$ cat src/scm_pkg.sv
// ----------------------------------------------------------------------------
// scm_pkg
// Shared types, phase codes and per-phase bus tables of the SCCB register
// access master.
// ----------------------------------------------------------------------------
package scm_pkg;

   // request codes
   localparam logic [1:0] OP_IDLE  = 2'd0;
   localparam logic [1:0] OP_WRITE = 2'd1;
   localparam logic [1:0] OP_READ  = 2'd2;

   // configuration register indexes (paddr bit 2)
   localparam logic CSR_IDX_DEVICE_ADDR = 1'b0;
   localparam logic CSR_IDX_HALF_BIT    = 1'b1;

   localparam int unsigned CSR_ADDR_WIDTH = 3;
   localparam int unsigned CSR_DATA_WIDTH = 32;

   localparam logic [7:0]  DEVICE_ADDR_RESET = 8'd66;
   localparam logic [15:0] HALF_BIT_RESET    = 16'd3600;

   // bus phases
   localparam logic [4:0] PH_IDLE  = 5'd0;
   localparam logic [4:0] PH_SH    = 5'd1;
   localparam logic [4:0] PH_SL    = 5'd2;
   localparam logic [4:0] PH_W0L   = 5'd3;
   localparam logic [4:0] PH_W0H   = 5'd4;
   localparam logic [4:0] PH_G0    = 5'd5;
   localparam logic [4:0] PH_W1L   = 5'd6;
   localparam logic [4:0] PH_W1H   = 5'd7;
   localparam logic [4:0] PH_G1    = 5'd8;
   localparam logic [4:0] PH_W2L   = 5'd9;
   localparam logic [4:0] PH_W2H   = 5'd10;
   localparam logic [4:0] PH_Q1    = 5'd11;
   localparam logic [4:0] PH_Q2    = 5'd12;
   localparam logic [4:0] PH_Q3    = 5'd13;
   localparam logic [4:0] PH_SL2   = 5'd14;
   localparam logic [4:0] PH_W3L   = 5'd15;
   localparam logic [4:0] PH_W3H   = 5'd16;
   localparam logic [4:0] PH_G3    = 5'd17;
   localparam logic [4:0] PH_RL    = 5'd18;
   localparam logic [4:0] PH_RH    = 5'd19;
   localparam logic [4:0] PH_N2    = 5'd20;
   localparam logic [4:0] PH_N3    = 5'd21;
   localparam logic [4:0] PH_P1    = 5'd22;
   localparam logic [4:0] PH_P2    = 5'd23;
   localparam logic [4:0] PH_P3    = 5'd24;
   localparam logic [4:0] PH_COUNT = 5'd25;

   // sda source per phase
   localparam logic [1:0] SDA_LOW  = 2'd0;
   localparam logic [1:0] SDA_HIGH = 2'd1;
   localparam logic [1:0] SDA_BIT  = 2'd2;

   localparam logic [3:0] BITS_PER_BYTE = 4'd8;

   typedef struct packed {
      logic [1:0] op;
      logic [7:0] reg_addr;
      logic [7:0] write_data;
      logic       sda_line;
   } req_item_type;

   typedef struct packed {
      logic       scl_release;
      logic       sda_release;
      logic       busy_res;
      logic       done_res;
      logic [7:0] read_data;
      logic [2:0] ack_missing;
      logic       bus_error;
   } rsp_item_type;

   typedef struct packed {
      logic [7:0]  device_addr;
      logic [15:0] half_bit_cycles;
   } cfg_type;

   // scl level per phase
   function automatic logic phase_scl(input logic [4:0] ph);
      logic lvl;
      unique case (ph)
         PH_W0L, PH_G0, PH_W1L, PH_G1, PH_W2L, PH_Q1, PH_W3L, PH_G3,
         PH_RL, PH_N2, PH_N3, PH_P1: lvl = 1'b0;
         default: lvl = 1'b1;
      endcase
      return lvl;
   endfunction

   // sda source per phase
   function automatic logic [1:0] phase_sda(input logic [4:0] ph);
      logic [1:0] kind;
      unique case (ph)
         PH_SL, PH_Q1, PH_Q2, PH_SL2, PH_N3, PH_P1, PH_P2: kind = SDA_LOW;
         PH_W0L, PH_W0H, PH_W1L, PH_W1H, PH_W2L, PH_W2H,
         PH_W3L, PH_W3H: kind = SDA_BIT;
         default: kind = SDA_HIGH;
      endcase
      return kind;
   endfunction

   // half periods per phase
   function automatic logic [2:0] phase_halves(input logic [4:0] ph);
      logic [2:0] n;
      unique case (ph)
         PH_G0, PH_G1, PH_G3: n = 3'd2;
         PH_Q3: n = 3'd4;
         default: n = 3'd1;
      endcase
      return n;
   endfunction

endpackage

$ cat src/scm_csr.sv
// ----------------------------------------------------------------------------
// scm_csr
// APB-style configuration registers: device address and half bit period.
// ----------------------------------------------------------------------------
module scm_csr (
   input  logic                                   clock,
   input  logic                                   reset,
   input  logic                                   csr_psel,
   input  logic                                   csr_penable,
   input  logic                                   csr_pwrite,
   input  logic [scm_pkg::CSR_ADDR_WIDTH-1:0]     csr_paddr,
   input  logic [scm_pkg::CSR_DATA_WIDTH-1:0]     csr_pwdata,
   output logic [scm_pkg::CSR_DATA_WIDTH-1:0]     csr_prdata,
   output logic                                   csr_pready,
   output scm_pkg::cfg_type                       cfg
);

   logic [7:0]  device_addr_ff;
   logic [15:0] half_bit_ff;
   logic        wr_en;
   logic        idx;

   assign csr_pready = 1'b1;
   assign idx        = csr_paddr[2];
   assign wr_en      = csr_psel & csr_penable & csr_pwrite & csr_pready;

   // register writes
   always_ff @(posedge clock) begin
      if (reset) begin
         device_addr_ff <= scm_pkg::DEVICE_ADDR_RESET;
         half_bit_ff    <= scm_pkg::HALF_BIT_RESET;
      end else if (wr_en) begin
         unique case (idx)
            scm_pkg::CSR_IDX_DEVICE_ADDR: device_addr_ff <= csr_pwdata[7:0];
            scm_pkg::CSR_IDX_HALF_BIT:    half_bit_ff    <= csr_pwdata[15:0];
            default: ;
         endcase
      end
   end

   // read mux
   always_comb begin
      unique case (idx)
         scm_pkg::CSR_IDX_DEVICE_ADDR:
            csr_prdata = {{(scm_pkg::CSR_DATA_WIDTH-8){1'b0}}, device_addr_ff};
         default:
            csr_prdata = {{(scm_pkg::CSR_DATA_WIDTH-16){1'b0}}, half_bit_ff};
      endcase
   end

   assign cfg.device_addr     = device_addr_ff;
   assign cfg.half_bit_cycles = half_bit_ff;

endmodule

$ cat src/scm_step.sv
// ----------------------------------------------------------------------------
// scm_step
// Bus sequencer: applies one timer tick to the transfer state and registers
// the resulting bus levels and status.
// ----------------------------------------------------------------------------
module scm_step (
   input  logic                  clock,
   input  logic                  reset,
   input  logic                  advance,
   input  scm_pkg::req_item_type item,
   input  scm_pkg::cfg_type      cfg,
   output scm_pkg::rsp_item_type result
);

   logic [4:0]  phase_ff,   phase_in;
   logic [3:0]  bit_ff,     bit_in;
   logic [7:0]  shift_ff,   shift_in;
   logic [15:0] timer_ff,   timer_in;
   logic        is_read_ff, is_read_in;
   logic [7:0]  addr_ff,    addr_in;
   logic [7:0]  data_ff,    data_in;
   logic [2:0]  ack_ff,     ack_in;
   scm_pkg::rsp_item_type result_ff, result_in;

   // next state for one tick
   always_comb begin
      logic [4:0]  ph;
      logic [15:0] hcyc;
      logic [16:0] t;
      logic        done;
      logic        err;
      logic [1:0]  kind;

      ph         = (phase_ff >= scm_pkg::PH_COUNT) ? scm_pkg::PH_IDLE : phase_ff;
      hcyc       = (cfg.half_bit_cycles == 16'd0) ? 16'd1 : cfg.half_bit_cycles;
      t          = {1'b0, timer_ff} + 17'd1;
      done       = 1'b0;
      err        = 1'b0;
      phase_in   = ph;
      bit_in     = bit_ff;
      shift_in   = shift_ff;
      timer_in   = timer_ff;
      is_read_in = is_read_ff;
      addr_in    = addr_ff;
      data_in    = data_ff;
      ack_in     = ack_ff;

      if (ph == scm_pkg::PH_IDLE) begin
         // start of a transfer
         if (item.op == scm_pkg::OP_WRITE || item.op == scm_pkg::OP_READ) begin
            is_read_in = (item.op == scm_pkg::OP_READ);
            addr_in    = item.reg_addr;
            data_in    = item.write_data;
            ack_in     = 3'd0;
            shift_in   = cfg.device_addr;
            timer_in   = 16'd0;
            phase_in   = scm_pkg::PH_SH;
            bit_in     = 4'd0;
         end
      end else if (t < {1'b0, hcyc}) begin
         timer_in = t[15:0];
      end else begin
         timer_in = 16'd0;
         if ({1'b0, bit_ff} + 5'd1 < {2'b0, scm_pkg::phase_halves(ph)}) begin
            // multi-half segment still running
            bit_in = bit_ff + 4'd1;
         end else begin
            unique case (ph)
               scm_pkg::PH_SH, scm_pkg::PH_Q3: begin
                  if (!item.sda_line) begin
                     err = 1'b1;
                  end else begin
                     phase_in = (ph == scm_pkg::PH_SH) ? scm_pkg::PH_SL : scm_pkg::PH_SL2;
                     bit_in   = 4'd0;
                  end
               end
               scm_pkg::PH_SL, scm_pkg::PH_SL2: begin
                  if (item.sda_line) begin
                     err = 1'b1;
                  end else begin
                     shift_in = (ph == scm_pkg::PH_SL) ? cfg.device_addr
                                                       : (cfg.device_addr | 8'h01);
                     phase_in = (ph == scm_pkg::PH_SL) ? scm_pkg::PH_W0L : scm_pkg::PH_W3L;
                     bit_in   = 4'd0;
                  end
               end
               scm_pkg::PH_W0L, scm_pkg::PH_W1L, scm_pkg::PH_W2L, scm_pkg::PH_W3L,
               scm_pkg::PH_RL: begin
                  phase_in = ph + 5'd1;
               end
               // end of scl-high half of a sent bit, ninth bit is the ack
               scm_pkg::PH_W0H, scm_pkg::PH_W1H, scm_pkg::PH_W2H, scm_pkg::PH_W3H: begin
                  if (bit_ff < scm_pkg::BITS_PER_BYTE) begin
                     shift_in = {shift_ff[6:0], 1'b0};
                     bit_in   = bit_ff + 4'd1;
                     phase_in = ph - 5'd1;
                  end else begin
                     bit_in = 4'd0;
                     unique case (ph)
                        scm_pkg::PH_W0H: begin
                           ack_in[0] = ack_ff[0] | item.sda_line;
                           phase_in  = scm_pkg::PH_G0;
                        end
                        scm_pkg::PH_W1H: begin
                           ack_in[1] = ack_ff[1] | item.sda_line;
                           phase_in  = scm_pkg::PH_G1;
                        end
                        scm_pkg::PH_W2H: begin
                           ack_in[2] = ack_ff[2] | item.sda_line;
                           phase_in  = scm_pkg::PH_P1;
                        end
                        default: begin
                           ack_in[2] = ack_ff[2] | item.sda_line;
                           phase_in  = scm_pkg::PH_G3;
                        end
                     endcase
                  end
               end
               scm_pkg::PH_G0: begin
                  shift_in = addr_ff;
                  phase_in = scm_pkg::PH_W1L;
                  bit_in   = 4'd0;
               end
               scm_pkg::PH_G1: begin
                  bit_in = 4'd0;
                  if (is_read_ff) begin
                     phase_in = scm_pkg::PH_Q1;
                  end else begin
                     shift_in = data_ff;
                     phase_in = scm_pkg::PH_W2L;
                  end
               end
               scm_pkg::PH_G3: begin
                  shift_in = 8'd0;
                  phase_in = scm_pkg::PH_RL;
                  bit_in   = 4'd0;
               end
               // sample a read bit at the end of the scl-high half
               scm_pkg::PH_RH: begin
                  if (bit_ff < scm_pkg::BITS_PER_BYTE) begin
                     shift_in = {shift_ff[6:0], item.sda_line};
                     bit_in   = bit_ff + 4'd1;
                     phase_in = scm_pkg::PH_RL;
                  end else begin
                     phase_in = scm_pkg::PH_N2;
                     bit_in   = 4'd0;
                  end
               end
               scm_pkg::PH_P3: begin
                  done     = 1'b1;
                  phase_in = scm_pkg::PH_IDLE;
                  bit_in   = 4'd0;
               end
               default: begin
                  phase_in = ph + 5'd1;
                  bit_in   = 4'd0;
               end
            endcase
            // bus fault at a start or repeated start aborts the transfer
            if (err) begin
               done     = 1'b1;
               phase_in = scm_pkg::PH_IDLE;
               bit_in   = 4'd0;
            end
         end
      end

      // bus levels and status after the tick
      kind                  = scm_pkg::phase_sda(phase_in);
      result_in.scl_release = scm_pkg::phase_scl(phase_in);
      if (kind == scm_pkg::SDA_BIT) begin
         result_in.sda_release = (bit_in < scm_pkg::BITS_PER_BYTE) ? shift_in[7] : 1'b1;
      end else begin
         result_in.sda_release = kind[0];
      end
      result_in.busy_res    = (phase_in != scm_pkg::PH_IDLE);
      result_in.done_res    = done;
      result_in.read_data   = (done && is_read_in && !err) ? shift_in : 8'd0;
      result_in.ack_missing = done ? ack_in : 3'd0;
      result_in.bus_error   = err;
   end

   // transfer state
   always_ff @(posedge clock) begin
      if (reset) begin
         phase_ff   <= scm_pkg::PH_IDLE;
         bit_ff     <= 4'd0;
         shift_ff   <= 8'd0;
         timer_ff   <= 16'd0;
         is_read_ff <= 1'b0;
         addr_ff    <= 8'd0;
         data_ff    <= 8'd0;
         ack_ff     <= 3'd0;
      end else if (advance) begin
         phase_ff   <= phase_in;
         bit_ff     <= bit_in;
         shift_ff   <= shift_in;
         timer_ff   <= timer_in;
         is_read_ff <= is_read_in;
         addr_ff    <= addr_in;
         data_ff    <= data_in;
         ack_ff     <= ack_in;
      end
   end

   // result register
   always_ff @(posedge clock) begin
      if (advance) begin
         result_ff <= result_in;
      end
   end

   assign result = result_ff;

endmodule

$ cat src/sccb_register_access_master.sv
// ----------------------------------------------------------------------------
// sccb_register_access_master
// Open-drain SCCB master for register writes and reads, one bus timer tick
// per transfer on the request channel, one status transfer per tick back.
// ----------------------------------------------------------------------------
// A tick's result is offered after its transfer is accepted, through the input
//   register, then the sequencer result register. Throughput: one tick per cycle
//   while rsp_stall is low; the sequencer state updates once per tick.
// Reset: synchronous, active high; sequencer idle, no result offered until
//   the first tick, registers back to device address 66 and half bit period 3600.
module sccb_register_access_master (
   input  logic                                clock,
   input  logic                                reset,
   // request channel
   input  logic                                req_valid,
   output logic                                req_stall,
   input  logic [1:0]                          req_op,
   input  logic [7:0]                          req_reg_addr,
   input  logic [7:0]                          req_write_data,
   input  logic                                req_sda_line,
   // result channel
   output logic                                rsp_valid,
   input  logic                                rsp_stall,
   output logic                                rsp_scl_release,
   output logic                                rsp_sda_release,
   output logic                                rsp_busy_res,
   output logic                                rsp_done_res,
   output logic [7:0]                          rsp_read_data,
   output logic [2:0]                          rsp_ack_missing,
   output logic                                rsp_bus_error,
   // configuration port
   input  logic                                csr_psel,
   input  logic                                csr_penable,
   input  logic                                csr_pwrite,
   input  logic [scm_pkg::CSR_ADDR_WIDTH-1:0]  csr_paddr,
   input  logic [scm_pkg::CSR_DATA_WIDTH-1:0]  csr_pwdata,
   output logic [scm_pkg::CSR_DATA_WIDTH-1:0]  csr_prdata,
   output logic                                csr_pready
);

   scm_pkg::cfg_type      cfg;
   scm_pkg::req_item_type item_ff, item_in;
   scm_pkg::rsp_item_type result;
   logic                  in_valid_ff;
   logic                  rsp_valid_ff;
   logic                  out_free;
   logic                  advance;
   logic                  req_take;

   scm_csr u_csr (
      .clock       (clock),
      .reset       (reset),
      .csr_psel    (csr_psel),
      .csr_penable (csr_penable),
      .csr_pwrite  (csr_pwrite),
      .csr_paddr   (csr_paddr),
      .csr_pwdata  (csr_pwdata),
      .csr_prdata  (csr_prdata),
      .csr_pready  (csr_pready),
      .cfg         (cfg)
   );

   // pipeline handshake
   assign out_free  = !rsp_valid_ff || !rsp_stall;
   assign advance   = in_valid_ff && out_free;
   assign req_stall = in_valid_ff && !out_free;
   assign req_take  = req_valid && !req_stall;

   assign item_in.op         = req_op;
   assign item_in.reg_addr   = req_reg_addr;
   assign item_in.write_data = req_write_data;
   assign item_in.sda_line   = req_sda_line;

   // input register
   always_ff @(posedge clock) begin
      if (reset) begin
         in_valid_ff <= 1'b0;
      end else if (!req_stall) begin
         in_valid_ff <= req_valid;
      end
   end

   always_ff @(posedge clock) begin
      if (req_take) begin
         item_ff <= item_in;
      end
   end

   scm_step u_step (
      .clock   (clock),
      .reset   (reset),
      .advance (advance),
      .item    (item_ff),
      .cfg     (cfg),
      .result  (result)
   );

   // result valid
   always_ff @(posedge clock) begin
      if (reset) begin
         rsp_valid_ff <= 1'b0;
      end else if (advance) begin
         rsp_valid_ff <= 1'b1;
      end else if (!rsp_stall) begin
         rsp_valid_ff <= 1'b0;
      end
   end

   assign rsp_valid       = rsp_valid_ff;
   assign rsp_scl_release = result.scl_release;
   assign rsp_sda_release = result.sda_release;
   assign rsp_busy_res    = result.busy_res;
   assign rsp_done_res    = result.done_res;
   assign rsp_read_data   = result.read_data;
   assign rsp_ack_missing = result.ack_missing;
   assign rsp_bus_error   = result.bus_error;

endmodule
$ cat config.mk
export PLATFORM = sky130hd
export DESIGN_NAME = sccb_register_access_master
export DESIGN_NICKNAME = d
export VERILOG_FILES = /design/src/scm_pkg.sv /design/src/scm_csr.sv /design/src/scm_step.sv /design/src/sccb_register_access_master.sv
export SDC_FILE = /design/constraint.sdc
export NUM_CORES = 1
export LEC_CHECK = 0
export ABC_AREA = 1
export BUFFER_PORTS_ARGS = -buffer_cell sky130_fd_sc_hd__buf_2
export CAP_MARGIN = 20
export CORE_MARGIN = 8
export CORE_UTILIZATION = 40
export CTS_CLUSTER_SIZE = 20
export DETAILED_ROUTE_END_ITERATION = 10
export HOLD_SLACK_MARGIN = 0.06
export SLEW_MARGIN = 10
export SYNTH_ARGS = -nofsm -noshare
export SYNTH_HDL_FRONTEND = slang
export SYNTH_SLANG_ARGS = --single-unit
$ cat constraint.sdc
create_clock -name clock -period 12.2 [get_ports clock]
set_clock_uncertainty 0.15 [all_clocks]
set_input_delay 2.44 -clock clock [delete_from_list [all_inputs] [get_ports clock]]
set_output_delay 2.44 -clock clock [all_outputs]
set_load 0.1 [all_outputs]
# After elaboration in Yosys (flattened, before gate mapping)
# Memories as Yosys holds them, arrays and structs flattened. A register that Yosys moved wholly into a read port is not among the register bits.
# Cells that the tools add are included.
[word_totals] romBits=96 regBits=113 input_bits=61 output_inout_bits=51 memories=2 wordCells=160
[op_classes] mux=71 n_eq_ne=23 bitwise=6 n_reduce_logical=26 order_cmp=5 add_sub_neg=5
[memory_table] name="(name not given)" depth=32 word_bits=2 rd=1 rd_ports_with_merged_regs=0 write_ports=0 line_no="scm_pkg.sv:94" rtl="unique case (ph)"
[memory_table] name="(name not given)" depth=32 word_bits=1 rd=1 rd_ports_with_merged_regs=1 write_ports=0 line_no="scm_pkg.sv:83" rtl="unique case (ph)"
[ops] operator="$mux W16" count=5
[ops] operator="$mux W8" count=8
[ops] operator="$pmux W8 S6" count=1
[ops] operator="$mux W5" count=9
[ops] operator="$mux W4" count=10
[ops] operator="$pmux W5 S8" count=1
[ops] operator="$eq A5 B4 Y1 const B" count=6
[ops] operator="$mux W3" count=9
[ops] operator="$eq A5 B5 Y1 const B" count=5
[ops] operator="$mux W1" count=23
[ops] operator="$eq A5 B3 Y1 const B" count=4
[ops] operator="$add A16 B1 Y17 const B" count=1
[ops] operator="$lt A17 B16 Y1" count=1
[ops] operator="$logic_not A16 Y1" count=1
[ops] operator="$pmux W4 S4" count=1
[ops] operator="$pmux W5 S3" count=1
[ops] operator="$eq A5 B2 Y1 const B" count=2
[ops] operator="$reduce_or A5 Y1" count=2
[ops] operator="$lt A4 B4 Y1 const B" count=2
[ops] operator="$pmux W3 S2" count=1
[ops] operator="$reduce_and A2 Y1" count=3
[ops] operator="$reduce_or A2 Y1" count=3
[ops] operator="$add A4 B1 Y5 const B" count=1
[ops] operator="$add A5 B1 Y5 const B" count=1
[ops] operator="other kinds (22)" count=35

# Logic depth before layout (Yosys ltp)
# Gate-level depths: netlist (run 1).
[depth] depth_word=18 depth_mapped=30 ltp_nobuf=30

# Cells and area by module
# From an unflattened synthesis (run 1), not the netlist that was laid out.
[unflattened] cells_unflattened=1032 area_unflattened_um2=7373.3
[by_module_without_submodules] mod="scm_step" area_per_inst_um2=5439.0 seq_area_each_um2=1541.5 cells_each=796 n_inst=1
[by_module_without_submodules] mod="scm_csr" area_per_inst_um2=1272.5 seq_area_each_um2=480.5 cells_each=205 n_inst=1
[by_module_without_submodules] mod="sccb_register_access_master" area_per_inst_um2=661.9 seq_area_each_um2=610.6 cells_each=31 n_inst=1

# Worst setup path after synthesis (run 1)
# OpenSTA, ideal clock, no wires.
[synth_timing] path_type="input to output" from="in csr_paddr[2] in the netlist's numbering" to="out csr_prdata[4] in the netlist's numbering" slack_ps=4698 t_required_ps=9610 cell_stages=3 path_buffers=2 arrival_time_ps=4912 path_cell_list="clkbuf_1 -> clkbuf_1 -> o21ai_0"
[synth_between] elab_chain_cells=1
[synth_rtl] element="from (decl)" line_no="sccb_register_access_master.sv:35" rtl="input logic [scm_pkg::CSR_ADDR_WIDTH-1:0] csr_paddr,"
[synth_rtl] element="$mux W16" line_no="scm_csr.sv:43" rtl="unique case (idx)"
[synth_rtl] element="to (decl)" line_no="sccb_register_access_master.sv:37" rtl="output logic [scm_pkg::CSR_DATA_WIDTH-1:0] csr_prdata,"
# No other way between the ends.

# Final worst setup path (run 1)
[layout_timing] from="in csr_paddr[2] in the netlist's numbering" to="out csr_prdata[1] in the netlist's numbering"
# The elaborated chain is that of the path after synthesis.

==> results.cfg, run 1 <==
[synthesis]
syn-mean-instance-area_sq_um = 7.22
yosys.area.top_type = dfxtp_1
synth_area_leaders = dfxtp_1 22%, edfxtp_1 15%, nand2_1 11%
yosysMostFrequentCell = nand2_1
synth_edf_count = 35
synth-xor-area-share_pct = 2.18
syn-instance-count = 1000
synth_top_family_by_area = simple AND/OR/NAND/NOR gates
synth_common_cells = 215 x nand2_1, 145 x inv_1, 93 x a21oi_1
async_flop_share_pct = 0
synth_cell_types = 52
yosys-mux-area-fraction_pct = 0
synth-compound-area-share_pct = 16.9
synth_top_area_share_pct = 21.9
syn_area_sq_mm = 0.00722
yosysWarnings = 0
synth_ff_type = dfxtp_1
seq_area_frac_synth_pct = 36.5
synth_simple_gate_area_share_pct = 26.7
ys_ff_latch = 114
synth_adder_area_share_pct = 5.55

[detailed_routing]
wl_microns = 19500
drc_errors = 0
via_per_inst = 5.05
wl_per_cell_microns = 14.9
drt_iter0_markers = 517
vias = 6597
ant_nets = 0
firstDrtPassIters = 5

[sta]
finalMaxSlewViolations = 0
max_freq_mhz = 165
maxSlewHeadroom_pct = 33.7
whs_ns = 0.297
hold_viol_final = 0
tightest_slew_ns = 0.993
setup_violations = 0
rsz0062_at_grt = false
fin_crit_sh_pct = 49.8
fin_crit_ns = 6.07
setup_tns_ns = 0

[setup_path]
worst_ep_required_time_ns = 9.61
cp_common_cell = buf_2
end_kind = primary output
worstPathArrival_ns = 3.48
r2r_setup_slack_ns = 7.58
max_stage_delay_ns = 0.47
worst_r2r_startpoint = u_step.timer_ff[4]
r2r_cells = 24
critical_path.endpoint = csr_prdata[1]
start_kind = input port
path_max_fanout = 26
critPathKind = input port to primary output
r2r_end = u_step.result[15]
cp_cell_sequence = buf_2 -> nand2_1 -> o21ai_0 -> buf_2
slowest_stage = buf_2
critPathLaunch = csr_paddr[2]

[pwr]
ir_worst_vdd_v = 0.0000939
netSwitchingPower_w = 0.000367
p_int_w = 0.000810
p_per_area_mw_per_mm2 = 142
swShare_pct = 31.2
power_frac_comb_pct = 20.2
clkPwrFrac_pct = 43.8
pwr-share-seq_pct = 35.9
p_leak_nw = 3.87
finalPower_w = 0.00118

[cells_and_area]
n_antenna_cell = 0
drive_above_1_share_pct = 15.6
fin_nets = 1157
fin_cells = 1306
area_growth_pct = 15.2

[cts]
cts_tree = done
clk_path_buf_depth = 2
cts.sinks = 114
worstSkewPairLatency_ns = 0.42
numCtsBuffers = 17
cts_setup_buffers = 0
cts-root-buf = clkbuf_16
cts_resized = 0
clk_pin_slew_ns = 0.05
hold_buffers = 0
ctsHtreeMaxLevel = 4

[run]
maxCapViolCount = 0

[hold_path]
hold_class = register to register
whs_path_depth = 2

[floorplanning]
initial_core_util_pct = 40.5
io_pins = 112
coreArea_sq_mm = 0.0178
die_h_microns = 150
die_area_sq_mm = 0.0226
std_cell_rows = 49
fp.dieW_microns = 150

[global_route]
grt_max_degree = 42
gr-total-overflow = 0
antenna_found_initial = 0
first_global_vias = 6102
grtUsageTotal_pct = 17.5
grt_pass1_wl_microns = 31100

[placed_design]
dp_cells = 1274
gp_congestion = 0.921
portBuffers = 76
dp_hpwl_microns = 14300

[run_status]
status = completed
==> kinds of logic after synthesis <==
| kind of cell | count (synthesis) |
|---|---|
| DFF | 114 |
| and+or+nand+nor | 406 |
| xor gates and xnor gates | 18 |
| AOI/OAI and AO/OA | 220 |
| buffers and inverters | 208 |
| other | 2 |
| adders and majority gates | 32 |
==> state kept, by name (all words and copies together) (netlist names), 8 cells and up <==
register              flops
item_ff                  19
u_csr.half_bit_ff        16
u_step.result            16
u_step.timer_ff          16
u_csr.device_addr_ff      8
u_step.addr_ff            8
u_step.data_ff            8
u_step.shift_ff           8
==> power by group through the flow <==
| stage | Sequential [W] | Clock, W | Combinational (W) |
|---|---|---|---|
| global placement | 0.000430 | 0 | 0.000236 |
| finish | 0.000423 | 0.000516 | 0.000238 |
| CTS | 0.000423 | 0.000528 | 0.000238 |
| global route | 0.000425 | 0.000541 | 0.000260 |
| detailed placement | 0.000430 | 0 | 0.000237 |
| floorplan | 0.000445 | 0 | 0.000176 |
==> worst max-delay path: cells and delay by family <==
family / cells / cell delay, ns
simple gates: 1 / 0.09
compound gates: 1 / 0.10
buf+inv: 2 / 0.84
==> layout by cell type, fill, tap and decap left out, types with 9 or more instances in the layout <==
master and instances:
a211oi_1 9, a21oi_1 93, buf_2 76, clkbuf_16 17
conb_1 17, dfxtp_1 79, edfxtp_1 35, ha_1 32
inv_1 145, inv_2 10, nand2_1 215, nand2_2 15
nand2_4 10, nand3_1 60, nand4_1 14, nor2_1 58
nor3_1 9, o211ai_1 10, o21ai_0 77, o21ai_1 9
xor2_1 14
==> metal layers <==
| metal | vias up | global-route usage (%) | share of wire, % |
|---|---|---|---|
| li1 | 3387 | - | - |
| met1 | 2996 | 22.3 | 46 |
| met2 | 188 | 27.9 | 47 |
| met3 | 26 | 4.24 | 5.6 |
| met4 | 0 | 7.25 | 2.1 |
| met5 | - | 0 | 0 |
==> per-stage QoR <==
stage	utilization, %	worst slack, ns	cell area [sq um]
2_1_floorplan	-	4.70	7270
3_3_place_gp	43.2	6.11	7700
3_5_place_dp	43.2	6.13	7700
4_1_cts	46.6	6.12	8310
5_1_grt	46.6	6.04	8310
6_report	46.6	6.13	8310
==> area by class of cell <==
| cell class | instances | area [sq um] |
|---|---|---|
| Multi-Input combinational cell | 693 | 3780 |
| Tap cell | 229 | 287 |
| Fill cell | 1798 | 9530 |
| Clock buffer | 20 | 447 |
| Sequential cell | 114 | 2630 |
| Timing Repair Buffer | 79 | 403 |
| Inverter | 159 | 601 |
| Clock inverter | 12 | 164 |
==> how the worst min path moves through the flow <==
stage | startpoint | end | slack (ns)
3_5_place_dp | u_step.addr_ff[1] | u_step.addr_ff[1] | 0.29
4_1_cts | u_step.data_ff[5] | u_step.data_ff[5] | 0.30
5_1_grt | u_step.addr_ff[1] | u_step.addr_ff[1] | 0.32
3_3_place_gp | u_step.data_ff[5] | u_step.data_ff[5] | 0.29
6_report | u_step.data_ff[5] | u_step.data_ff[5] | 0.30
2_1_floorplan | u_step.data_ff[0] | u_step.data_ff[0] | 0.27
Note: power is estimated with default switching activity, not from simulation.
==> inputs of run 2 (changes only) <==
Settings changed: ABC_AREA 1 to 0.
Clock period 12.2 ns to 4.96 ns, I/O delays scaled along.
==> results.cfg, run 2 <==
[synthesis]
syn-mean-instance-area_sq_um = 8.54
seq_area_frac_synth_pct = 37.8
yosys.area.top_type = dfxtp_1
synth_ff_type = dfxtp_1
syn-instance-count = 816
syn_area_sq_mm = 0.00697
yosysWarnings = 0
synth_edf_count = 35
synth_area_leaders = dfxtp_1 23%, edfxtp_1 15%, nand2_1 6.0%
ys_ff_latch = 114
async_flop_share_pct = 0
synth_cell_types = 83
synth_top_area_share_pct = 22.7
synth_common_cells = 111 x nand2_1, 93 x nor2_1, 79 x dfxtp_1
yosysMostFrequentCell = nand2_1

[cts]
numCtsBuffers = 17
cts_resized = 0
worstSkewPairLatency_ns = 0.42
clk_path_buf_depth = 2
cts-root-buf = clkbuf_16
cts.sinks = 114
cts_tree = done
ctsHtreeMaxLevel = 4
hold_buffers = 0
cts_setup_buffers = 0
clk_pin_slew_ns = 0.05

[cells_and_area]
largest_reg_flops = 19
drive_above_1_share_pct = 17.4
final_cell_mix = 111 x nand2_1, 93 x nor2_1, 79 x dfxtp_1
layout.filler_cells = 1720
regMostFlops = item_ff
n_antenna_cell = 0
fin_cells = 1118
final_common_cell = nand2_1
fin_nets = 974
design_area_sq_mm = 0.00811
area_growth_pct = 16.4

[run]
maxCapViolCount = 0

[sta]
hold_viol_final = 0
whs_ns = 0.303
fin_crit_sh_pct = 90.1
fin_crit_ns = 4.47
max_freq_mhz = 224
setup_tns_ns = 0
rsz0062_at_grt = false
maxSlewHeadroom_pct = 33.9
finalMaxSlewViolations = 0
tightest_slew_ns = 0.987
setup_violations = 0

[setup_path]
start_kind = register
cp_cell_sequence = ha_1 -> nand4_1 -> nor2_1 -> nand4_1 -> xnor2_1 -> ha_1 -> o2111ai_1 -> nand3_1 -> nand4_1 -> and3_1 -> a211oi_4 -> o21ai_0 -> o22ai_1 -> buf_4 -> ha_1 -> nor2_1 -> a2111oi_1 -> a211o_1 -> o31ai_2
slowest_stage = a211oi_4
end_kind = register
crit_buf_inv = 1
worst_r2r_startpoint = u_step.timer_ff[0]
critPathKind = register to register
path_max_fanout = 7
r2r_setup_slack_ns = 0.49
r2r_cells = 19
worstPathArrival_ns = 4.48
r2r_end = u_step.result[14]
max_stage_delay_ns = 0.42
worst_ep_required_time_ns = 4.97
cpLargestDelayFamily = compound AO/OA/AOI/OAI gates

[global_route]
grtUsageTotal_pct = 16.7
antenna_found_initial = 0
grt_pass1_wl_microns = 29600
first_global_vias = 5714
grt_max_degree = 51
gr-total-overflow = 0

[hold_path]
worst_hold_startpoint = u_step.data_ff[1]
hold_end = u_step.data_ff[1]
hold_class = register to register
whs_path_depth = 2

[placed_design]
portBuffers = 76
post_dp_cell_area_sq_mm = 0.00747
dp_cells = 1087
gp_congestion = 0.897
dp_hpwl_microns = 12900

[detailed_routing]
via_per_inst = 5.41
wl_per_cell_microns = 16.4
firstDrtPassIters = 5
ant_nets = 0
wl_microns = 18400
drt_iter0_markers = 480
vias = 6048
drc_errors = 0

[run_status]
status = completed

[pwr]
ir_worst_vdd_v = 0.000243
p_leak_nw = 3.12
p_per_area_mw_per_mm2 = 345
finalPower_w = 0.00280

[floorplanning]
io_pins = 112
die_h_microns = 148
coreArea_sq_mm = 0.0172
std_cell_rows = 48
fp.dieW_microns = 148
die_area_sq_mm = 0.0219
initial_core_util_pct = 40.6
[run 2: cell type report]
type | instances | area (sq um) | area share, %
well taps | 225 | 282 | 3.47
clock inverters | 7 | 119 | 1.47
repair buffers | 93 | 508 | 6.26
multi-input cells | 619 | 3910 | 48.2
clock buffers | 24 | 526 | 6.48
inverters | 36 | 135 | 1.67
flip-flops and latches | 114 | 2630 | 32.5
[run 2: stage by stage]
step                setup WS (ns)  util, %
floorplan                   0.440        -
global placement            0.494     43.5
detailed placement          0.512     43.5
CTS                         0.486     47.2
global route                0.234     47.2
finish                      0.490     47.2
[run 2: kinds of logic after synthesis]
kind of cell,share of synthesized area [%]
AND/OR/NAND/NOR,21.2
XOR/XNOR,2.26
flip-flops,37.8
adder cells (fa/ha/maj),5.74
other,0.108
AO/OA/AOI/OAI,20.0
multiplexers,5.98
buffers and inverters,6.95
[run 2: worst register-to-register path, cell delays in order, from the launching register on]
cell,delay (ns)
dfxtp_1,0.40
ha_1,0.24
nand4_1,0.15
nor2_1,0.27
nand4_1,0.15
xnor2_1,0.17
ha_1,0.35
o2111ai_1,0.13
nand3_1,0.11
nand4_1,0.10
and3_1,0.25
a211oi_4,0.42
o21ai_0,0.14
o22ai_1,0.24
buf_4,0.18
ha_1,0.13
nor2_1,0.04
a2111oi_1,0.38
a211o_1,0.16
o31ai_2,0.06
[run 2: worst max-delay path by stage]
stage,from,end,slack [ns],depth (start not counted)
global route,u_step.timer_ff[0],u_step.result[14],0.23,19
global placement,u_step.timer_ff[0],u_step.result[14],0.49,20
CTS,u_step.timer_ff[0],u_step.result[14],0.49,20
floorplan,u_step.phase_ff[3],u_step.result[14],0.44,21
finish,u_step.timer_ff[0],u_step.result[14],0.49,19
detailed placement,u_step.timer_ff[0],u_step.result[14],0.51,20
[run 2: report_power, final]
| group | total (W) | leakage [nW] | internal, W | switching [W] |
|---|---|---|---|---|
| Combinational | 0.000459 | 1.84 | 0.000122 | 0.000337 |
| Sequential | 0.00102 | 0.977 | 0.000996 | 0.0000243 |
| Clock | 0.00132 | 0.308 | 0.000890 | 0.000431 |
| Total | 0.00280 | 3.12 | 0.00201 | 0.000792 |
[run 2: per-layer routing]
layer / part of all wire [%] / global-route usage, % / vias to the layer above
met4: 1.7 / 6.63 / 0
met5: 0 / 0 / -
met1: 47 / 21.4 / 2847
met2: 46 / 26.4 / 160
li1: - / - / 3016
met3: 5.4 / 4.40 / 25
